`src/rtl/core/pltally_pkg.sv`:
```
// Shared types and codes for the pileup line base tally block.
// No dependencies; imported by every module of the block except pltally_ram.
package pltally_pkg;

   typedef struct packed {
      logic [7:0] data_byte;
      logic       stream_end;
   } req_type;

   typedef struct packed {
      logic [5:0]  sample_slot;
      logic [31:0] site_position;
      logic [2:0]  ref_code;
      logic [12:0] count_a;
      logic [12:0] count_c;
      logic [12:0] count_g;
      logic [12:0] count_t;
      logic [12:0] count_n;
      logic [12:0] count_del;
      logic [3:0]  error_code;
      logic        line_last;
   } rsp_type;

   typedef struct packed {
      logic        quality_present;
      logic        ancestral_present;
      logic        strict_bases;
      logic [6:0]  min_quality;
      logic [6:0]  quality_offset;
      logic        filter_enable;
      logic [63:0] sample_mask;
   } cfg_type;

   localparam logic [2:0] CSR_QUALITY_PRESENT   = 3'd0;
   localparam logic [2:0] CSR_ANCESTRAL_PRESENT = 3'd1;
   localparam logic [2:0] CSR_STRICT_BASES      = 3'd2;
   localparam logic [2:0] CSR_MIN_QUALITY       = 3'd3;
   localparam logic [2:0] CSR_QUALITY_OFFSET    = 3'd4;
   localparam logic [2:0] CSR_FILTER_ENABLE     = 3'd5;
   localparam logic [2:0] CSR_SAMPLE_MASK       = 3'd6;

   localparam logic [3:0] ERR_OK          = 4'd0;
   localparam logic [3:0] ERR_EMPTY       = 4'd1;
   localparam logic [3:0] ERR_ZERO_POS    = 4'd2;
   localparam logic [3:0] ERR_BAD_REF     = 4'd3;
   localparam logic [3:0] ERR_BAD_INDEL   = 4'd4;
   localparam logic [3:0] ERR_TRUNC_MARK  = 4'd5;
   localparam logic [3:0] ERR_COV_MISM    = 4'd6;
   localparam logic [3:0] ERR_QUAL_MISM   = 4'd7;
   localparam logic [3:0] ERR_BAD_ALLELE  = 4'd8;
   localparam logic [3:0] ERR_BAD_ANC     = 4'd9;
   localparam logic [3:0] ERR_SAMPLE_CNT  = 4'd10;
   localparam logic [3:0] ERR_BAD_CHAR    = 4'd11;

endpackage

```
`src/rtl/core/pltally_outq.sv`:
```
// Two-word result queue between the parser and the result channel.
// Depends on pltally_pkg.
module pltally_outq
   import pltally_pkg::*;
(
   input  logic    clock,
   input  logic    reset,
   input  logic    push,
   input  rsp_type push_word,
   output logic    full,
   output logic    rsp_valid,
   input  logic    rsp_stall,
   output rsp_type rsp_data
);

   rsp_type    slot_ff [2];
   logic       wr_ff, wr_in;
   logic       rd_ff, rd_in;
   logic [1:0] cnt_ff, cnt_in;
   logic       pop;

   assign pop       = rsp_valid && !rsp_stall;
   assign full      = (cnt_ff == 2'd2);
   assign rsp_valid = (cnt_ff != 2'd0);
   assign rsp_data  = slot_ff[rd_ff];

   always_comb begin
      wr_in  = push ? !wr_ff : wr_ff;
      rd_in  = pop ? !rd_ff : rd_ff;
      cnt_in = cnt_ff + {1'b0, push} - {1'b0, pop};
   end

   always_ff @(posedge clock) begin
      if (reset) begin
         wr_ff  <= 1'b0;
         rd_ff  <= 1'b0;
         cnt_ff <= 2'd0;
      end else begin
         wr_ff  <= wr_in;
         rd_ff  <= rd_in;
         cnt_ff <= cnt_in;
      end
      if (push) begin
         slot_ff[wr_ff] <= push_word;
      end
   end

   a_no_push_full: assert property (@(posedge clock) disable iff (reset)
      push |-> !full) else $error("result pushed into full queue");
   a_cnt_range: assert property (@(posedge clock) disable iff (reset)
      cnt_ff != 2'd3) else $error("queue count out of range");
   a_hold_stalled: assert property (@(posedge clock) disable iff (reset)
      rsp_valid && rsp_stall |=> rsp_valid && $stable(rsp_data))
      else $error("stalled result word changed");

endmodule

```
`config.mk`:
```
export PLATFORM = sky130hd
export DESIGN_NAME = pltally_outq
export DESIGN_NICKNAME = d
export VERILOG_FILES = /design/src/rtl/core/pltally_pkg.sv /design/src/rtl/core/pltally_outq.sv
export SDC_FILE = /design/constraint.sdc
export NUM_CORES = 1
export LEC_CHECK = 0
export ABC_AREA = 1
export BUFFER_PORTS_ARGS = -buffer_cell sky130_fd_sc_hd__buf_2
export CORE_ASPECT_RATIO = 1.1
export CORE_MARGIN = 2
export CORE_UTILIZATION = 53
export DETAILED_ROUTE_END_ITERATION = 10
export PLACE_DENSITY = 0.8
export SYNTH_ARGS = -nofsm -noshare
export SYNTH_HDL_FRONTEND = slang
export SYNTH_SLANG_ARGS = --single-unit
```
`constraint.sdc`:
```
create_clock -name clock -period 16.25 [get_ports clock]
set_clock_uncertainty 0.15 [all_clocks]
set_input_delay 2.4375 -clock clock [delete_from_list [all_inputs] [get_ports clock]]
set_output_delay 2.4375 -clock clock [all_outputs]
set_load 0.01 [all_outputs]
```
==> impl_metrics.json, run 1 <==
{
  "outcome": "complete, no violations",
  "dr.pass1.iters": 4,
  "antenna_found_initial": 2,
  "drt_iter0_markers": 189,
  "synth_top_cells_by_area": "edfxtp_1, mux2_4, mux2_2, dfxtp_1, buf_6",
  "dieWidth_um": 131.2,
  "cts.clk_slew.worst_paths_ns": 0.06,
  "grt_first_pass_wirelength_um": 25670,
  "endpoint_kind": "output port",
  "avgSynthCellArea_um2": 22.34,
  "yosys.area.top_type": "edfxtp_1",
  "avgRoutedWirePerCell_um": 18.33,
  "clock_path_buffers": 3,
  "htreeDepth": 1,
  "layout.nets": 822,
  "finalPower_mw": 1.568,
  "gp_congestion": 0.7742,
  "cp_max_fo": 57,
  "synthDominantCellAreaShare_pct": 78.99,
  "die_height_um": 143.9,
  "async_reset_ff_share_pct": 0,
  "yosys_warnings": 0,
  "timing_hold_violations_final": 0,
  "cap_viol_max_count": 0,
  "criticalPathCategory": "reg -> out",
  "area_growth_syn_to_layout_pct": 23.12,
  "synth_edf_count": 248,
  "drive_gt1_share_pct": 59.01,
  "p_seq_share_pct": 49.8,
  "synthTopCellsByCount": "edfxtp_1, mux2_2, mux2_4",
  "cts_buffers": 24,
  "ys_seq_area_share_pct": 80.05,
  "grt_overflow_total": 0,
  "row_count": 51,
  "worst_hold_path_type": "reg -> reg",
  "max_stage_delay_ns": 0.73,
  "worst_slack_ns": 11.12,
  "max_freq_ghz": 0.1948,
  "rsz0062_at_grt": "false",
  "synth_cell_types": 13,
  "ys.flop_type": "edfxtp_1",
  "p_per_area_nw_per_um2": 135.1,
  "worstRegToRegCells": 3,
  "synthCells": 422,
  "min_period_ns": 5.134,
  "path_cells": "buf_4 > mux2_2 > buf_2",
  "critical_path.endpoint": "rsp_data[51]",
  "netlist_area_um2": 9428,
  "worst-path-buf-inv": 2,
  "grt_usage_pct": 17.33,
  "cts_resized": 0,
  "slew_headroom_pct": 35.56,
  "fin_crit_sh_pct": 31.59,
  "finalSetupTns_ns": 0,
  "holdBufCountCts": 0,
  "routed_via_density": 5.016,
  "cp.depth": 3,
  "r2r-start": "wr_ff",
  "drc_errors": 0,
  "initial_core_util_pct": 53.73,
  "synth_nets": 552,
  "crit_arrival_ns": 2.55,
  "leakage_nw": 4.494,
  "grt_max_degree": 72,
  "cp_slowest_cell": "buf_4",
  "ys_seq_elements": 253,
  "clkPwrFrac_pct": 31.1,
  "clock-sinks": 253,
  "clk_latency_ns": 0.50,
  "critPathRequiredTime_ns": 13.66,
  "cts_tree": "yes",
  "num_vias": 4740,
  "intPower_mw": 1.183,
  "antenna_left": 0,
  "pwr-share-comb_pct": 19.1,
  "dieArea_um2": 18870,
  "setup.worst_path.start_class": "flop",
  "crit_family": "buffers and inverters",
  "root_buffer": "clkbuf_16",
  "num_io_pins": 254,
  "synth.most_common_cell": "edfxtp_1",
  "port_buffers": 253,
  "reg2reg_slack_ns": 13.72,
  "power.switching_uw": 384.8,
  "post-cts-setup-buffer-count": 0,
  "grt_pass1_vias": 4926,
  "setup_violations": 0,
  "fin_hold_ws_ns": 0.3677,
  "swShare_pct": 24.54,
  "tightest_slew_ns": 0.9665,
  "core_area_um2": 17550,
  "peakVddDrop_uv": 96.12,
  "drt_wl_total_um": 17330,
  "pre_cts_slack_ns": 11.56,
  "finalMaxSlewViolations": 0,
  "r2r_end": "slot_ff[1][7]",
  "hpwlAfterDp_um": 11570
}
## layout by cell type (no fill, tap or decap)
cell | netlist | layout
buf_2 | 6 | 253
edfxtp_1 | 248 | 248
mux2_2 | 64 | 64
mux2_4 | 60 | 60
clkbuf_16 | 0 | 24
nor2_1 | 10 | 9
inv_1 | 9 | 8
nand2_1 | 6 | 6
clkinv_2 | 0 | 5
buf_4 | 0 | 5
clkbuf_1 | 0 | 4
clkinv_1 | 0 | 4
dfxtp_1 | 5 | 4
diode_2 | 0 | 2
nand3_1 | 2 | 2
ha_1 | 2 | 2
inv_4 | 0 | 1
nor2_4 | 0 | 1
nor3_1 | 1 | 1
a21oi_1 | 1 | 1
dfxtp_4 | 0 | 1
clkinv_8 | 0 | 1
clkinvlp_4 | 0 | 1
## worst min-delay path by stage
stage / start / end / depth (start not counted)
finish: rd_ff / flop / 2
global route: wr_ff / wr_ff / 2
CTS: rd_ff / flop / 2
detailed placement: rd_ff / flop / 2
global placement: rd_ff / rd_ff / 2
floorplan: rd_ff / flop / 2
## worst reg2reg max path, stage by stage (launching register included)
cell	delay (ns)
dfxtp_1	0.40
nand2_1	0.11
inv_4	0.51
buf_4	0.89
## per-layer routing
metal,wire [um],global-route usage [%],up-vias,part of all wire [%]
met5,0,0,-,0
met4,384,5.892,0,2.2
met3,1508,6.349,32,8.7
met2,8798,29.36,190,51
met1,6633,20.78,2326,38
li1,-,-,2192,-
## cells by family (layout without fill, tap and decap cells)
family,Yosys count,after routing,synth area share (%)
AOI/OAI and AO/OA,1,1,0.05303
adders and majority gates,2,2,0.2654
buffers and inverters,23,306,1.632
DFF,253,253,80.05
muxes,124,124,17.20
other,0,2,0
and+or+nand+nor,19,19,0.7963
## sequential cells by signal (all words and copies together), names as in the netlist, named ones only
name / cells
wr_ff: 1
cnt_ff: 2
rd_ff: 1
slot_ff: 248
## layout make-up
type | count | area [um2]
diodes | 2 | 5.005
clock buffers | 28 | 615.6
clock inverters | 11 | 63.81
fillers | 1190 | 5941
inverters | 9 | 36.28
multi-input cells | 146 | 1734
flip-flops and latches | 253 | 7551
well taps | 238 | 297.8
repair buffers | 258 | 1304
## power groups by stage
stage                     Sequential, mW  Combinational [mW]  Clock, mW
after global routing               0.784               0.323      0.523
after detailed placement           0.795               0.302          0
after CTS                          0.782               0.303      0.501
final                              0.780               0.299      0.488
after global placement             0.792               0.294          0
after floorplan                    0.784               0.214          0
## through the flow
step / instance area (um2) / std cells / utilization (%)
final: 11610 / 945 / 66.15
after global routing: 11600 / 943 / 66.12
after CTS: 11600 / 943 / 66.12
after detailed placement: 10920 / 904 / 62.25
after global placement: 10920 / 904 / 62.25
after floorplan: 9428 / 422 / -
Note: power is estimated with default switching activity, not from simulation.
==> inputs of run 2 (changes only) <==
Settings changed: CORE_UTILIZATION 53 to 52, PLACE_DENSITY 0.8 to 0.79.
Clock period 16.25 ns to 5.3 ns, I/O delays scaled along.
==> impl_metrics.json, run 2 (synthesis gave the netlist of run 1 again) <==
{
  "peakVddDrop_uv": 335.1,
  "cts_tree": "yes",
  "area_growth_syn_to_layout_pct": 24.96,
  "grt_max_degree": 90,
  "finalSetupTns_ns": 0,
  "min_period_ns": 3.493,
  "drive_gt1_share_pct": 59.30,
  "outcome": "complete, no violations",
  "clock-sinks": 253,
  "max_freq_ghz": 0.2863,
  "p_per_area_nw_per_um2": 431.8,
  "p_seq_share_pct": 47.4,
  "row_count": 51,
  "intPower_mw": 3.867,
  "setup_violations": 0,
  "final_cell_mix": "buf_2, edfxtp_1, mux2_2, mux2_4, clkbuf_16",
  "dieArea_um2": 19220,
  "power.switching_mw": 1.220,
  "routed_via_density": 5.038,
  "grt_overflow_total": 0,
  "fillers": 1243,
  "tightest_slew_ns": 1.076,
  "endpoint_kind": "output port",
  "cp_max_fo": 80,
  "cts.clk_slew.worst_paths_ns": 0.07,
  "clock_path_buffers": 3,
  "reg_top3": "slot_ff (248), cnt_ff (2)",
  "holdBufCountCts": 0,
  "dieWidth_um": 132.4,
  "antenna_found_initial": 3,
  "pwr-share-comb_pct": 17.8,
  "finalMaxSlewViolations": 0,
  "rsz0062_at_grt": "false",
  "drc_errors": 0,
  "worst-path-buf-inv": 2,
  "die_height_um": 145.2,
  "timing_hold_violations_final": 0,
  "gp_congestion": 0.7666,
  "layout.nets": 822,
  "initial_core_util_pct": 53.15,
  "critPathRequiredTime_ns": 4.36,
  "root_buffer": "clkbuf_16",
  "htreeDepth": 1,
  "avgRoutedWirePerCell_um": 18.37,
  "clk_latency_ns": 0.51,
  "cap_viol_max_count": 0,
  "hpwlAfterDp_um": 11550,
  "num_vias": 4781,
  "drt_wl_total_um": 17430,
  "grt_usage_pct": 17.74,
  "num_io_pins": 254,
  "swShare_pct": 23.99,
  "crit_arrival_ns": 2.55,
  "leakage_nw": 4.563,
  "largest_reg_flops": 248,
  "path_cells": "buf_12 > mux2_2 > buf_2",
  "grt_first_pass_wirelength_um": 27050,
  "finalPower_mw": 5.087,
  "core_area_um2": 17740,
  "fin_crit_sh_pct": 65.90,
  "cts_buffers": 25,
  "antenna_left": 0,
  "grt_pass1_vias": 5184,
  "setup.worst_path.start_class": "flop",
  "clkPwrFrac_pct": 34.8,
  "post-cts-setup-buffer-count": 0,
  "final_common_cell": "buf_2",
  "cts_resized": 0,
  "drt_iter0_markers": 250,
  "worst_hold_path_type": "in -> reg",
  "dr.pass1.iters": 4,
  "cp_slowest_cell": "dfxtp_4",
  "criticalPathCategory": "reg -> out",
  "slew_headroom_pct": 28.06,
  "max_stage_delay_ns": 0.88,
  "top_register": "slot_ff",
  "crit_family": "flip-flops",
  "port_buffers": 253
}
run 2: changes by cell type in the layout (fill, tap and decap cells not counted), sizes merged:
cell	delta
bufinv	+4
clkinvlp	+2
buf	-1
clkbuf	-1
diode	-1
inv	+1
run 2: final cells by class:
class                      instances  area, um2  share of cell area, %
antenna                            1      2.502                0.02124
clock buffer                      27      633.1                  5.374
clock inverter                    18      205.2                  1.742
inverter                           9      36.28                 0.3080
multi-input combinational        146       1734                  14.72
sequential                       253       7551                  64.09
tap                              238      297.8                  2.528
timing repair buffer             257       1321                  11.21
run 2: worst paths after layout:
path	start	endpoint	slack, ns	cells after the start
setup / recovery	flop	rsp_data[59]	1.81	3
hold / removal	push_word[20]	slot_ff[1][20]	0.31	1
setup reg to reg	wr_ff	slot_ff[0][107]	3.01	2
hold reg to reg	rd_ff	rd_ff	0.37	2
run 2: power groups by stage:
| stage | logic, mW | clock network (mW) | registers, mW |
|---|---|---|---|
| after floorplan | 0.656 | 0 | 2.40 |
| after global placement | 0.889 | 0 | 2.44 |
| after global routing | 0.973 | 1.89 | 2.42 |
| after detailed placement | 0.913 | 0 | 2.46 |
| after CTS | 0.921 | 1.81 | 2.41 |
| final | 0.905 | 1.77 | 2.41 |
run 2: stage by stage:
stage | instances | utilization, % | hold WS, ns | instance area [um2] | worst slack, ns
2_1_floorplan | 422 | - | 0.3175 | 9430 | 0.6767
3_3_place_gp | 903 | 61.67 | 0.3307 | 10940 | 2.396
3_5_place_dp | 903 | 61.67 | 0.3542 | 10940 | 2.357
4_1_cts | 948 | 66.40 | 0.2896 | 11780 | 1.785
5_1_grt | 949 | 66.41 | 0.2949 | 11780 | 1.685
6_report | 949 | 66.41 | 0.3142 | 11780 | 1.807
run 2: layer usage:
layer,track usage (%),wire [um],up-vias
met5,0,27,-
met4,5.054,377,4
met3,5.416,1609,37
met2,31.06,8818,211
met1,21.19,6600,2327
li1,-,-,2202
